`src/design/dcgt_pkg.sv`:
```
`timescale 1ns / 1ps

package dcgt_pkg;

   localparam int unsigned TABLE_ENTRIES_DEF = 16;

   localparam int unsigned ADDR_W   = 32;
   localparam int unsigned TIME_W   = 63;
   localparam int unsigned GRACE_W  = 32;
   localparam int unsigned ACTION_W = 2;

   localparam logic [GRACE_W-1:0] GRACE_RESET = 32'd10000;

   // Request tdata: ip_addr, now_ms, then zero padding to a whole byte.
   localparam int unsigned REQ_DATA_W = 96;
   localparam int unsigned RSP_DATA_W = 8;

   typedef enum logic [ACTION_W-1:0] {
      ACT_CHECK  = 2'd0,
      ACT_FORGET = 2'd1,
      ACT_RECENT = 2'd2
   } action_type;

   typedef enum logic [2:0] {
      ST_IDLE = 3'b001,
      ST_SCAN = 3'b010,
      ST_DONE = 3'b100
   } state_type;

endpackage

```
`src/design/duplicate_claim_grace_table.sv`:
```
`timescale 1ns / 1ps

// Table of IPv4 addresses with the time each was first seen. A request
// transaction carries the action in req_tuser (check and record, forget,
// or seen recently) and the address and current time in req_tdata; each
// request yields exactly one response transaction with a one-bit answer.
// The table lives in two RAMs, for addresses and times, read one entry per
// cycle; a request keeps the block busy from acceptance until the whole
// table is scanned, less when a matching entry ends the scan early. The
// response is held in its own register, so the next request is taken while
// it waits; if that response is still waiting when the next scan ends, the
// block holds until it is taken. Reset marks all entries free at once
// through per-entry valid bits; no clearing pass runs. The grace period is
// to be written through the csr channel only while idle; the block itself
// does not enforce this.
module duplicate_claim_grace_table #(
   parameter int unsigned TABLE_ENTRIES = dcgt_pkg::TABLE_ENTRIES_DEF
) (
   input  logic                            clock,
   input  logic                            reset,
   input  logic                            req_tvalid,
   output logic                            req_tready,
   // [31:0] ip_addr, [94:32] now_ms, [95] zero
   input  logic [dcgt_pkg::REQ_DATA_W-1:0] req_tdata,
   // [1:0] action
   input  logic [dcgt_pkg::ACTION_W-1:0]   req_tuser,
   output logic                            rsp_tvalid,
   input  logic                            rsp_tready,
   // [0] answer, [7:1] zero
   output logic [dcgt_pkg::RSP_DATA_W-1:0] rsp_tdata,
   input  logic                            csr_valid,
   output logic                            csr_ready,
   input  logic [dcgt_pkg::GRACE_W-1:0]    csr_data
);

   localparam int unsigned IDX_W = (TABLE_ENTRIES > 1) ? $clog2(TABLE_ENTRIES) : 1;
   localparam logic [IDX_W-1:0] LAST_IDX = IDX_W'(TABLE_ENTRIES - 1);
   localparam int unsigned ADDR_W = dcgt_pkg::ADDR_W;
   localparam int unsigned TIME_W = dcgt_pkg::TIME_W;

   dcgt_pkg::state_type    state_ff, state_in;
   dcgt_pkg::action_type   act_ff, act_in;
   logic [ADDR_W-1:0]      ip_ff, ip_in;
   logic [TIME_W-1:0]      now_ff, now_in;
   logic [dcgt_pkg::GRACE_W-1:0] grace_ff, grace_in;
   logic [IDX_W-1:0]       idx_ff, idx_in;
   logic                   issue_ff, issue_in;
   logic [IDX_W-1:0]       cmp_idx_ff, cmp_idx_in;
   logic                   cmp_vld_ff, cmp_vld_in;
   logic                   free_found_ff, free_found_in;
   logic [IDX_W-1:0]       free_idx_ff, free_idx_in;
   logic                   answer_ff, answer_in;
   logic [TABLE_ENTRIES-1:0] valid_ff, valid_in;
   logic                   rsp_valid_ff, rsp_valid_in;
   logic                   rsp_answer_ff, rsp_answer_in;

   logic                   addr_wr_en;
   logic                   time_wr_en;
   logic [IDX_W-1:0]       wr_idx;
   logic [ADDR_W-1:0]      addr_wr_data;
   logic [ADDR_W-1:0]      addr_rd;
   logic [TIME_W-1:0]      time_rd;

   logic                   entry_valid;
   logic [ADDR_W-1:0]      entry_addr;
   logic [TIME_W-1:0]      entry_time;
   logic [TIME_W:0]        elapsed;
   logic                   grace_met;
   logic                   match;
   logic                   entry_free;
   logic                   finish;

   dcgt_ram #(
      .WIDTH(ADDR_W),
      .DEPTH(TABLE_ENTRIES)
   ) u_addr_ram (
      .clock  (clock),
      .wr_en  (addr_wr_en),
      .wr_addr(wr_idx),
      .wr_data(addr_wr_data),
      .rd_addr(idx_ff),
      .rd_data(addr_rd)
   );

   dcgt_ram #(
      .WIDTH(TIME_W),
      .DEPTH(TABLE_ENTRIES)
   ) u_time_ram (
      .clock  (clock),
      .wr_en  (time_wr_en),
      .wr_addr(wr_idx),
      .wr_data(now_ff),
      .rd_addr(idx_ff),
      .rd_data(time_rd)
   );

   // An entry that was never written reads as free with a zero time.
   assign entry_valid = valid_ff[cmp_idx_ff];
   assign entry_addr  = entry_valid ? addr_rd : '0;
   assign entry_time  = entry_valid ? time_rd : '0;
   assign elapsed     = {1'b0, now_ff} - {1'b0, entry_time};
   assign grace_met   = !elapsed[TIME_W] &&
                        (elapsed[TIME_W-1:0] >= {(TIME_W - dcgt_pkg::GRACE_W)'(0), grace_ff});
   assign match       = (entry_addr == ip_ff);
   assign entry_free  = (entry_addr == '0);

   always_comb begin
      state_in      = state_ff;
      act_in        = act_ff;
      ip_in         = ip_ff;
      now_in        = now_ff;
      grace_in      = grace_ff;
      idx_in        = idx_ff;
      issue_in      = issue_ff;
      cmp_idx_in    = cmp_idx_ff;
      cmp_vld_in    = 1'b0;
      free_found_in = free_found_ff;
      free_idx_in   = free_idx_ff;
      answer_in     = answer_ff;
      valid_in      = valid_ff;
      rsp_valid_in  = rsp_valid_ff && !rsp_tready;
      rsp_answer_in = rsp_answer_ff;
      addr_wr_en    = 1'b0;
      time_wr_en    = 1'b0;
      wr_idx        = cmp_idx_ff;
      addr_wr_data  = '0;
      finish        = 1'b0;

      if (csr_valid) begin
         grace_in = csr_data;
      end

      unique case (state_ff)
         dcgt_pkg::ST_IDLE: begin
            if (req_tvalid) begin
               act_in        = dcgt_pkg::action_type'(req_tuser);
               ip_in         = req_tdata[ADDR_W-1:0];
               now_in        = req_tdata[ADDR_W+TIME_W-1:ADDR_W];
               idx_in        = '0;
               issue_in      = 1'b1;
               free_found_in = 1'b0;
               free_idx_in   = '0;
               answer_in     = 1'b0;
               state_in      = dcgt_pkg::ST_SCAN;
            end
         end
         dcgt_pkg::ST_SCAN: begin
            // Reads are issued one entry ahead of the compare.
            if (issue_ff) begin
               cmp_idx_in = idx_ff;
               cmp_vld_in = 1'b1;
               if (idx_ff == LAST_IDX) begin
                  issue_in = 1'b0;
               end else begin
                  idx_in = idx_ff + IDX_W'(1);
               end
            end
            if (cmp_vld_ff) begin
               case (act_ff)
                  dcgt_pkg::ACT_CHECK: begin
                     if (match) begin
                        answer_in = grace_met;
                        finish    = 1'b1;
                     end else if (entry_free && !free_found_ff) begin
                        free_found_in = 1'b1;
                        free_idx_in   = cmp_idx_ff;
                     end
                  end
                  dcgt_pkg::ACT_FORGET: begin
                     if (match) begin
                        addr_wr_en   = 1'b1;
                        addr_wr_data = '0;
                        finish       = 1'b1;
                     end
                  end
                  dcgt_pkg::ACT_RECENT: begin
                     if (match && !grace_met) begin
                        answer_in = 1'b1;
                        finish    = 1'b1;
                     end
                  end
                  default: begin
                  end
               endcase
               if (!finish && cmp_idx_ff == LAST_IDX) begin
                  finish = 1'b1;
                  // A new address goes into the lowest free entry, if any.
                  if (act_ff == dcgt_pkg::ACT_CHECK && free_found_in) begin
                     addr_wr_en       = 1'b1;
                     time_wr_en       = 1'b1;
                     wr_idx           = free_idx_in;
                     addr_wr_data     = ip_ff;
                     valid_in[wr_idx] = 1'b1;
                  end
               end
            end
            if (finish) begin
               issue_in   = 1'b0;
               cmp_vld_in = 1'b0;
               state_in   = dcgt_pkg::ST_DONE;
            end
         end
         dcgt_pkg::ST_DONE: begin
            if (!rsp_valid_ff || rsp_tready) begin
               rsp_valid_in  = 1'b1;
               rsp_answer_in = answer_ff;
               state_in      = dcgt_pkg::ST_IDLE;
            end
         end
         default: begin
            state_in = dcgt_pkg::ST_IDLE;
         end
      endcase
   end

   always_ff @(posedge clock) begin
      if (reset) begin
         state_ff     <= dcgt_pkg::ST_IDLE;
         grace_ff     <= dcgt_pkg::GRACE_RESET;
         issue_ff     <= 1'b0;
         cmp_vld_ff   <= 1'b0;
         valid_ff     <= '0;
         rsp_valid_ff <= 1'b0;
      end else begin
         state_ff     <= state_in;
         grace_ff     <= grace_in;
         issue_ff     <= issue_in;
         cmp_vld_ff   <= cmp_vld_in;
         valid_ff     <= valid_in;
         rsp_valid_ff <= rsp_valid_in;
      end
   end

   always_ff @(posedge clock) begin
      act_ff        <= act_in;
      ip_ff         <= ip_in;
      now_ff        <= now_in;
      idx_ff        <= idx_in;
      cmp_idx_ff    <= cmp_idx_in;
      free_found_ff <= free_found_in;
      free_idx_ff   <= free_idx_in;
      answer_ff     <= answer_in;
      rsp_answer_ff <= rsp_answer_in;
   end

   assign req_tready = (state_ff == dcgt_pkg::ST_IDLE);
   assign rsp_tvalid = rsp_valid_ff;
   assign rsp_tdata  = {(dcgt_pkg::RSP_DATA_W - 1)'(0), rsp_answer_ff};
   assign csr_ready  = 1'b1;

`ifndef SYNTHESIS
   // Once a request is taken, req_tready drops as its scan starts.
   a_busy_after_accept: assert property (@(posedge clock) disable iff (reset)
      req_tvalid && req_tready |=> !req_tready)
      else $error("request accepted while a scan was starting");

   // Recording an address makes that entry valid.
   a_record_sets_valid: assert property (@(posedge clock) disable iff (reset)
      time_wr_en |=> valid_ff[$past(wr_idx)])
      else $error("recorded entry not marked valid");

   // A forget never answers one.
   a_forget_answers_zero: assert property (@(posedge clock) disable iff (reset)
      (state_ff == dcgt_pkg::ST_DONE) && (act_ff == dcgt_pkg::ACT_FORGET) |-> !answer_ff)
      else $error("forget produced a nonzero answer");

   // Only a check records a time, and only as the last step of a scan.
   a_time_write_ends_scan: assert property (@(posedge clock) disable iff (reset)
      time_wr_en |=> (state_ff == dcgt_pkg::ST_DONE) && (act_ff == dcgt_pkg::ACT_CHECK))
      else $error("time written outside the end of a check scan");
`endif

endmodule

```
`src/design/dcgt_ram.sv`:
```
`timescale 1ns / 1ps

module dcgt_ram #(
   parameter int unsigned WIDTH = 32,
   parameter int unsigned DEPTH = 16,
   localparam int unsigned AW = (DEPTH > 1) ? $clog2(DEPTH) : 1
) (
   input  logic             clock,
   input  logic             wr_en,
   input  logic [AW-1:0]    wr_addr,
   input  logic [WIDTH-1:0] wr_data,
   input  logic [AW-1:0]    rd_addr,
   output logic [WIDTH-1:0] rd_data
);

   logic [WIDTH-1:0] mem_ff [DEPTH];
   logic [WIDTH-1:0] rd_data_ff;

   always_ff @(posedge clock) begin
      if (wr_en) begin
         mem_ff[wr_addr] <= wr_data;
      end
      rd_data_ff <= mem_ff[rd_addr];
   end

   assign rd_data = rd_data_ff;

endmodule
```
`config.mk`:
```
export PLATFORM = sky130hd
export DESIGN_NAME = duplicate_claim_grace_table
export DESIGN_NICKNAME = d
export VERILOG_FILES = /design/src/design/dcgt_pkg.sv /design/src/design/duplicate_claim_grace_table.sv /design/src/design/dcgt_ram.sv
export SDC_FILE = /design/constraint.sdc
export NUM_CORES = 2
export LEC_CHECK = 0
export BUFFER_PORTS_ARGS = -buffer_cell sky130_fd_sc_hd__buf_2
export CAP_MARGIN = 20
export CORE_MARGIN = 4
export CORE_UTILIZATION = 30
export DETAILED_ROUTE_END_ITERATION = 6
export PLACE_DENSITY_LB_ADDON = 0.25
export RECOVER_POWER = 50
export SLEW_MARGIN = 10
export SYNTH_ARGS = -nofsm -noshare
export SYNTH_HDL_FRONTEND = slang
export SYNTH_SLANG_ARGS = --single-unit
```
`constraint.sdc`:
```
create_clock -name clock -period 8.1 [get_ports clock]
set_input_delay 0.405 -clock clock [delete_from_list [all_inputs] [get_ports clock]]
set_output_delay 0.405 -clock clock [all_outputs]
set_load 0.005 [all_outputs]
```
* After elaboration in Yosys (flattened, before gate mapping)
Memories as Yosys holds them, arrays and structs flattened. A register that Yosys moved wholly into a read port is not among the register bits.
Cells that the tools add are included.
** Cells by class
- Add/sub/neg operators :: 2
- $lt $le $gt $ge :: 4
- Eq/ne operators :: 17
- Multiplexer cells :: 71
- Bitwise gates (word level) :: 2
- Reduce and logical (&&, ||, !) cells :: 28
** Operators by type and width (number)
- 32-bit 2-to-1 mux :: 5
- 63-bit by 63-bit subtractor with 64-bit output :: 1
- 63-bit by 32-bit >= comparator with 1-bit output :: 1
- 63-bit 2-to-1 mux :: 1
- 4-bit 2-to-1 mux :: 13
- 1-bit 2-to-1 mux :: 39
- 32-bit equality test :: 1
- 32-bit zero test :: 1
- 16-bit OR :: 1
- 4-bit case mux with 2 select lines :: 2
- 2-bit inequality test, second input constant :: 6
- 4-bit by 5-bit < comparator with 1-bit output, second input constant :: 2
- 1-bit case mux with 2 select lines :: 5
- 3-bit 2-to-1 mux :: 3
- 3-bit case mux with 3 select lines :: 1
- 4-bit equality test, second input constant :: 2
- 2-bit AND reduction :: 4
- 4-bit AND reduction :: 2
- 1-bit logical AND :: 7
- 1-bit zero test :: 6
- 3-bit inequality test, second input constant :: 2
- 3-bit AND reduction :: 2
- 6-bit AND reduction :: 1
- 4-bit by 1-bit adder with 4-bit output, second input constant :: 1
- other kinds (15) :: 15
** Word-level totals
- Bits in registers :: 166
- Bits in writable memories :: 1520
- Input port bits :: 135
- Output and inout port bits :: 11
- Logic and storage cells :: 141
- Memories kept :: 2
** Memories
- u_time_ram.mem_ff :: words 16, bits a word 63, read ports 1, clocked after Yosys merged registers in 1, wr ports 1, RTL line dcgt_ram.sv:16 : logic [WIDTH-1:0] mem_ff [DEPTH];
- u_addr_ram.mem_ff :: words 16, bits a word 32, read ports 1, clocked after Yosys merged registers in 1, wr ports 1, RTL line dcgt_ram.sv:16

* Depth between registers and ports, before layout
- Depth after elaboration :: 19
- Gate-level depth with buffers :: 29

* By module
From an unflattened synthesis, not the netlist that was laid out.
** Second synthesis, totals
- Cell total of the unflattened synthesis :: 3786
- Area total of the unflattened synthesis :: 70616.5 um^2
** Modules (own cells, without submodules)
- dcgt_ram (u_time_ram) :: times used 1, cells an instance 1622, area each 38989.9 um^2
- dcgt_ram (u_addr_ram) :: times used 1, cells an instance 838, area each 19835.3 um^2
- duplicate_claim_grace_table :: times used 1, cells an instance 1326, area each 11791.3 um^2

* Least setup slack after synthesis
No wires, ideal clock.
- Path type :: reg-to-reg
- Start point :: register cmp_idx_ff[0]
- End point :: register answer_ff (enable)
- Setup time :: 0.292 ns
- Arrival :: 6.538 ns
- Data required time :: 7.808 ns
- Setup slack :: 1.270 ns
- Cell stages (with the launch flop) :: 27
- Path buffers :: 3
- Cells stage by stage :: edfxtp_1 buf_2 mux4_2 mux4_2 clkbuf_1 buf_2 and2_1 ha_1 nor2b_1 o2111ai_1 a2111oi_1 o31ai_1 o31ai_1 a21oi_1 xnor2_1 ha_1 a21o_1 a211o_1 o211ai_1 a21oi_1 a2111oi_0 nor4b_1 or4_1 nor4_1 a21oi_1 a211o_1 nand2_1
** On the way
- Word-level cells in the longest chain between the ends :: 10
- Elaborated cells on any way between the ends :: 14
** RTL lines
- start: declaration :: RTL line duplicate_claim_grace_table.sv:48 : logic [IDX_W-1:0] cmp_idx_ff, cmp_idx_in;
- start signal: assignment :: RTL line duplicate_claim_grace_table.sv:239 : cmp_idx_ff <= cmp_idx_in;
- 1-bit binary-select mux with 4-bit select (*) :: RTL line duplicate_claim_grace_table.sv:98 : assign entry_valid = valid_ff[cmp_idx_ff];
- 1-bit 2-to-1 mux (implied by the code) (*) :: RTL line duplicate_claim_grace_table.sv:98
- 63-bit 2-to-1 mux :: RTL line duplicate_claim_grace_table.sv:100 : assign entry_time = entry_valid ? time_rd : '0;
- 63-bit by 63-bit subtractor with 64-bit output :: RTL line duplicate_claim_grace_table.sv:101 : assign elapsed = {1'b0, now_ff} - {1'b0, entry_time};
- 63-bit by 32-bit >= comparator with 1-bit output or 1-bit zero test (tied branches) :: RTL line duplicate_claim_grace_table.sv:103, duplicate_claim_grace_table.sv:102
- 1-bit logical AND :: RTL line duplicate_claim_grace_table.sv:102 : assign grace_met = !elapsed[TIME_W] &&
- 1-bit zero test :: RTL line duplicate_claim_grace_table.sv:177 : if (match && !grace_met) begin
- 1-bit logical AND :: RTL line duplicate_claim_grace_table.sv:177
- 3-bit inequality test (no line)
- 6-bit AND reduction (no line) (*)
- end signal: assignment :: RTL line duplicate_claim_grace_table.sv:242 : answer_ff <= answer_in;
- end: declaration :: RTL line duplicate_claim_grace_table.sv:52 : logic answer_ff, answer_in;
Mark *: on every way between the ends. The rest lies on a longest branch, timed or not. The select of a mux whose other input is x is not followed.
A chain may end at the register's enable or synchronous reset.

* Worst setup path in the final report
Ends and elaborated chain as after synthesis.

==> results.md <==
| Metric | This run | Unit |
|:---|:---|:---|
| Yosys warnings | 0 | - |
| Clk Tree Root Cell | clkbuf_16 | - |
| DR DRC count | 0 | - |
| Area contributors post-synth | edfxtp_1, mux4_2, dfxtp_1 | - |
| Post-route worst hold slack | 0.131 | ns |
| Share of final-layout standard cells stronger than drive strength 1 | 23.1 | % |
| GPL Wtd Cong | 0.899 | - |
| Unrepaired setup endpoints after global routing | false | - |
| Fraction of the mapped netlist area in simple logic gates | 3.77 | % |
| Max Cap Violations | 15 | - |
| Initial DRT Pass Iterations | 6 | - |
| Vias in the first global route | 38500 | - |
| Inserted Clock Buffers | 185 | - |
| Non-filler instance count after layout | 7357 | - |
| Area of the mapped netlist | 71400 | um^2 |
| Mean cell area of the mapped netlist | 19.4 | um^2 |
| End of the critical path | answer_ff | - |
| Required arrival time at the worst endpoint | 8.60 | ns |
| Antenna violations before repair | 8 | - |
| Category of the critical setup timing path | reg2reg | - |
| Compound-Gate Fraction of Synth Area | 3.90 | % |
| Beginning of the worst register-to-register path | cmp_idx_ff[0] | - |
| Largest area contributor in the synthesized netlist | edfxtp_1 | - |
| Xor and xnor fraction of the mapped netlist area | 0.724 | % |
| Nature of the critical path endpoint | register | - |
| Synthesis-to-finish area growth | 17.3 | % |
| Number of post-CTS setup repair buffers | 0 | - |
| Syn Inst Count | 3684 | - |
| Post-route antenna net violation count | 0 | - |
| Most frequent cells in the layout | edfxtp_1, mux4_2, clkbuf_16 | - |
| Highest clock frequency the design can meet | 0.131 | GHz |
| Unique cell type count in the Yosys netlist | 84 | - |
| Cell with the largest stage delay on the worst path | mux4_4 | - |
| Layout fillers | 22000 | - |
| PwrDens | 266 | nW/um^2 |
| Post-synthesis adder-cell area fraction | 1.71 | % |
| Average wire per cell in the routed design | 25.7 | um |
| Worst Hold Class | in2reg | - |
| Fraction of registers with async set/reset | 0 | % |
| Fraction of synthesized cell area taken by the top area cell type | 68.7 | % |
| Quantity of I/O buffers inserted on ports | 136 | - |
| Core region area | 236000 | um^2 |
| Insertion delay of the later-clocked pin in the worst-skew pair | 0.82 | ns |
| Total chip power | 22.3 | mW |
| Final core utilization | 35.5 | % |
| Part of the cycle the worst path needs | 94.0 | % |
| First-pass GRT wire length | 273000 | um |
| Portion of netlist area occupied by mux cells | 15.7 | % |
| Half-perimeter wire length of the detailed placement result | 107000 | um |
| Final Skew | 0.0389 | ns |
| Die Y | 496 | um |
| Sum Neg Setup Slack | 0 | ns |
| Total via count after detailed routing | 36900 | - |
| Largest voltage drop on the vdd net | 0.000188 | V |
| Multi-input gate area | 18600 | um^2 |
| Maximum count of clock buffers along a single path | 3 | - |
| GR Util All Layers | 15.3 | % |
| DRC marker count from the first detailed-route iteration | 3090 | - |
| Most common flop cell mapped by yosys | edfxtp_1 | - |
| Internal Dissipation | 16.7 | mW |
| I/O pin total | 146 | - |
| Sum of routed wire length over all layers | 189000 | um |
| Leak Pwr | 27.6 | nW |
| Maximum number of pins on one net before global-route repair | 133 | - |
| Slowest Stage Delay on Critical Path | 0.66 | ns |
| Max-slew violation count | 877 | - |
| Row count | 178 | - |
| Most numerous cell on the critical path | a21oi_1 | - |
| Count of flip-flops with a built-in enable after synthesis | 1632 | - |
| Total net switching power | 5.56 | mW |
| Headroom to the max-slew limit | -191 | % |
| Sequential area share after synthesis | 72.8 | % |
| Logic depth of the worst register-to-register path | 26 | - |
| Instance count after placement with tap cells included | 6879 | - |
| Clock transition at path regs | 0.06 | ns |
| Largest fanout on the critical path | 33 | - |
| Violations in the final reports | max-capacitance violations, max-slew violations | - |
| Critical path data arrival time | 8.12 | ns |
| Number of synthesized register bits | 1781 | - |
| Clock Power Share | 38.2 | % |
| Startpoint type of the worst setup path | register | - |
| Sequential share of power | 49.0 | % |
| Clock tree sinks | 1781 | - |
| Result of the run | finished with violations | - |
| Vias/cell | 5.02 | - |
| Residual overflow from global routing | 0 | - |
| Main combinational cell family by area after synthesis | multiplexers | - |
| Net switching share of the total power | 25.0 | % |
| Hold-critical path depth | 3 | - |
| Setup violators final | 0 | - |
| Post-route minimum period | 7.61 | ns |
| Worst reg-to-reg setup slack | 0.49 | ns |
| TritonCTS clock tree | done | - |
| Worst setup path start | cmp_idx_ff[0] | - |
| Slew at the pin with the worst max-slew slack | 4.37 | ns |
| Die Wd | 496 | um |
| Most frequent standard cell in the layout excluding fill and tap cells | edfxtp_1 | - |
| Endpoint of the worst register-to-register path | answer_ff | - |
| Number of H-tree branching levels | 4 | - |
| Full die area | 246000 | um^2 |
| Final net count | 4278 | - |
| Sequential cell area | 52000 | um^2 |
| Power share of the combinational group | 12.9 | % |
| Effective utilization at floorplan | 30.2 | % |
| Number of hold violations in the final report | 0 | - |
per-stage QoR:
stage               setup WS, ns  area, um^2
global route              0.0436       83700
finish                     0.486       83700
detailed placement         0.513       76500
global placement           0.499       76500
floorplan                   1.27       71400
CTS                        0.436       83900
cell families after synthesis:
logic type,count (synthesis)
compound gates,421
xor+xnor,59
fa+ha+maj,97
buf+inv,238
flops,1781
mux,518
other cells,2
simple gates,568
final cells by class:
type	instances	share of cell area, %
Sequential cell	1781	62.1
Multi-Input combinational cell	1671	22.2
Clock buffer	270	6.30
Tap cell	3150	4.71
Timing Repair Buffer	351	3.35
Clock inverter	76	1.03
Inverter	56	0.253
Antenna cell	2	0.00598
worst max-delay path, delay by kind of cell (launching register included):
family,cells,cell delay (ns)
AOI/OAI and AO/OA,13,3.19
xor gates and xnor gates,1,0.21
adders and majority gates,2,0.51
buffers and inverters,2,0.47
DFF,1,0.52
muxes,2,1.21
and+or+nand+nor,6,1.18
how the worst min path moves through the flow:
stage                      start             to
floorplan              answer_ff  rsp_answer_ff
global placement    valid_ff[11]   valid_ff[11]
detailed placement   valid_ff[4]    valid_ff[4]
CTS                   rsp_tready     rsp_tvalid
global route          rsp_tready     rsp_tvalid
finish                rsp_tready     rsp_tvalid
layer usage:
layer	routed length (um)	GRT usage (%)
met1	82700	20.8
met2	91800	25.1
met3	10100	2.88
met4	4780	4.07
met5	0	0
flip-flops by register name, indices dropped and copies added, names as in the netlist, 16 cells and up:
name and count:
u_time_ram.rd_data 63, grace_ff 32, u_addr_ram.rd_data 32, ip_ff 32
valid_ff 16, u_addr_ram.mem_ff 512, now_ff 63, u_time_ram.mem_ff 1008
power groups by stage:
stage | combinational [mW] | sequential [mW] | clock (mW)
2_1_floorplan | 2.00 | 10.9 | 0
3_3_place_gp | 2.79 | 11.1 | 0
3_5_place_dp | 2.80 | 11.1 | 0
4_1_cts | 2.86 | 10.9 | 8.72
5_1_grt | 3.13 | 11.0 | 9.15
6_report | 2.87 | 10.9 | 8.50
cells in the mapped netlist (8+ instances only):
cell and number:
nor3_1 16, xnor2_1 41, o31ai_1 22, nor2b_1 11, inv_1 56, o211ai_1 14
buf_4 9, and2_1 38, a22oi_1 21, ha_1 96, nand2_1 185, or3_1 8
a21oi_1 109, nor2_1 153, buf_2 17, o21ai_1 13, nand4_1 44, and3_1 10
xor2_1 18, buf_1 44, mux4_2 480, edfxtp_1 1632, a21o_1 32, a31oi_1 18
nand3_1 40, nor4_1 22, o21a_1 28, dfxtp_1 149, mux2i_1 33, o21ai_0 78
nand2b_1 8, clkbuf_1 110
repair_timing:
action                                  CTS  global route
hold endpoints to repair                131             0
resized for setup                         0             3
endpoints found under the setup margin    0             1
hold buffers                            130             0
Power figures use the tool's default switching activity.
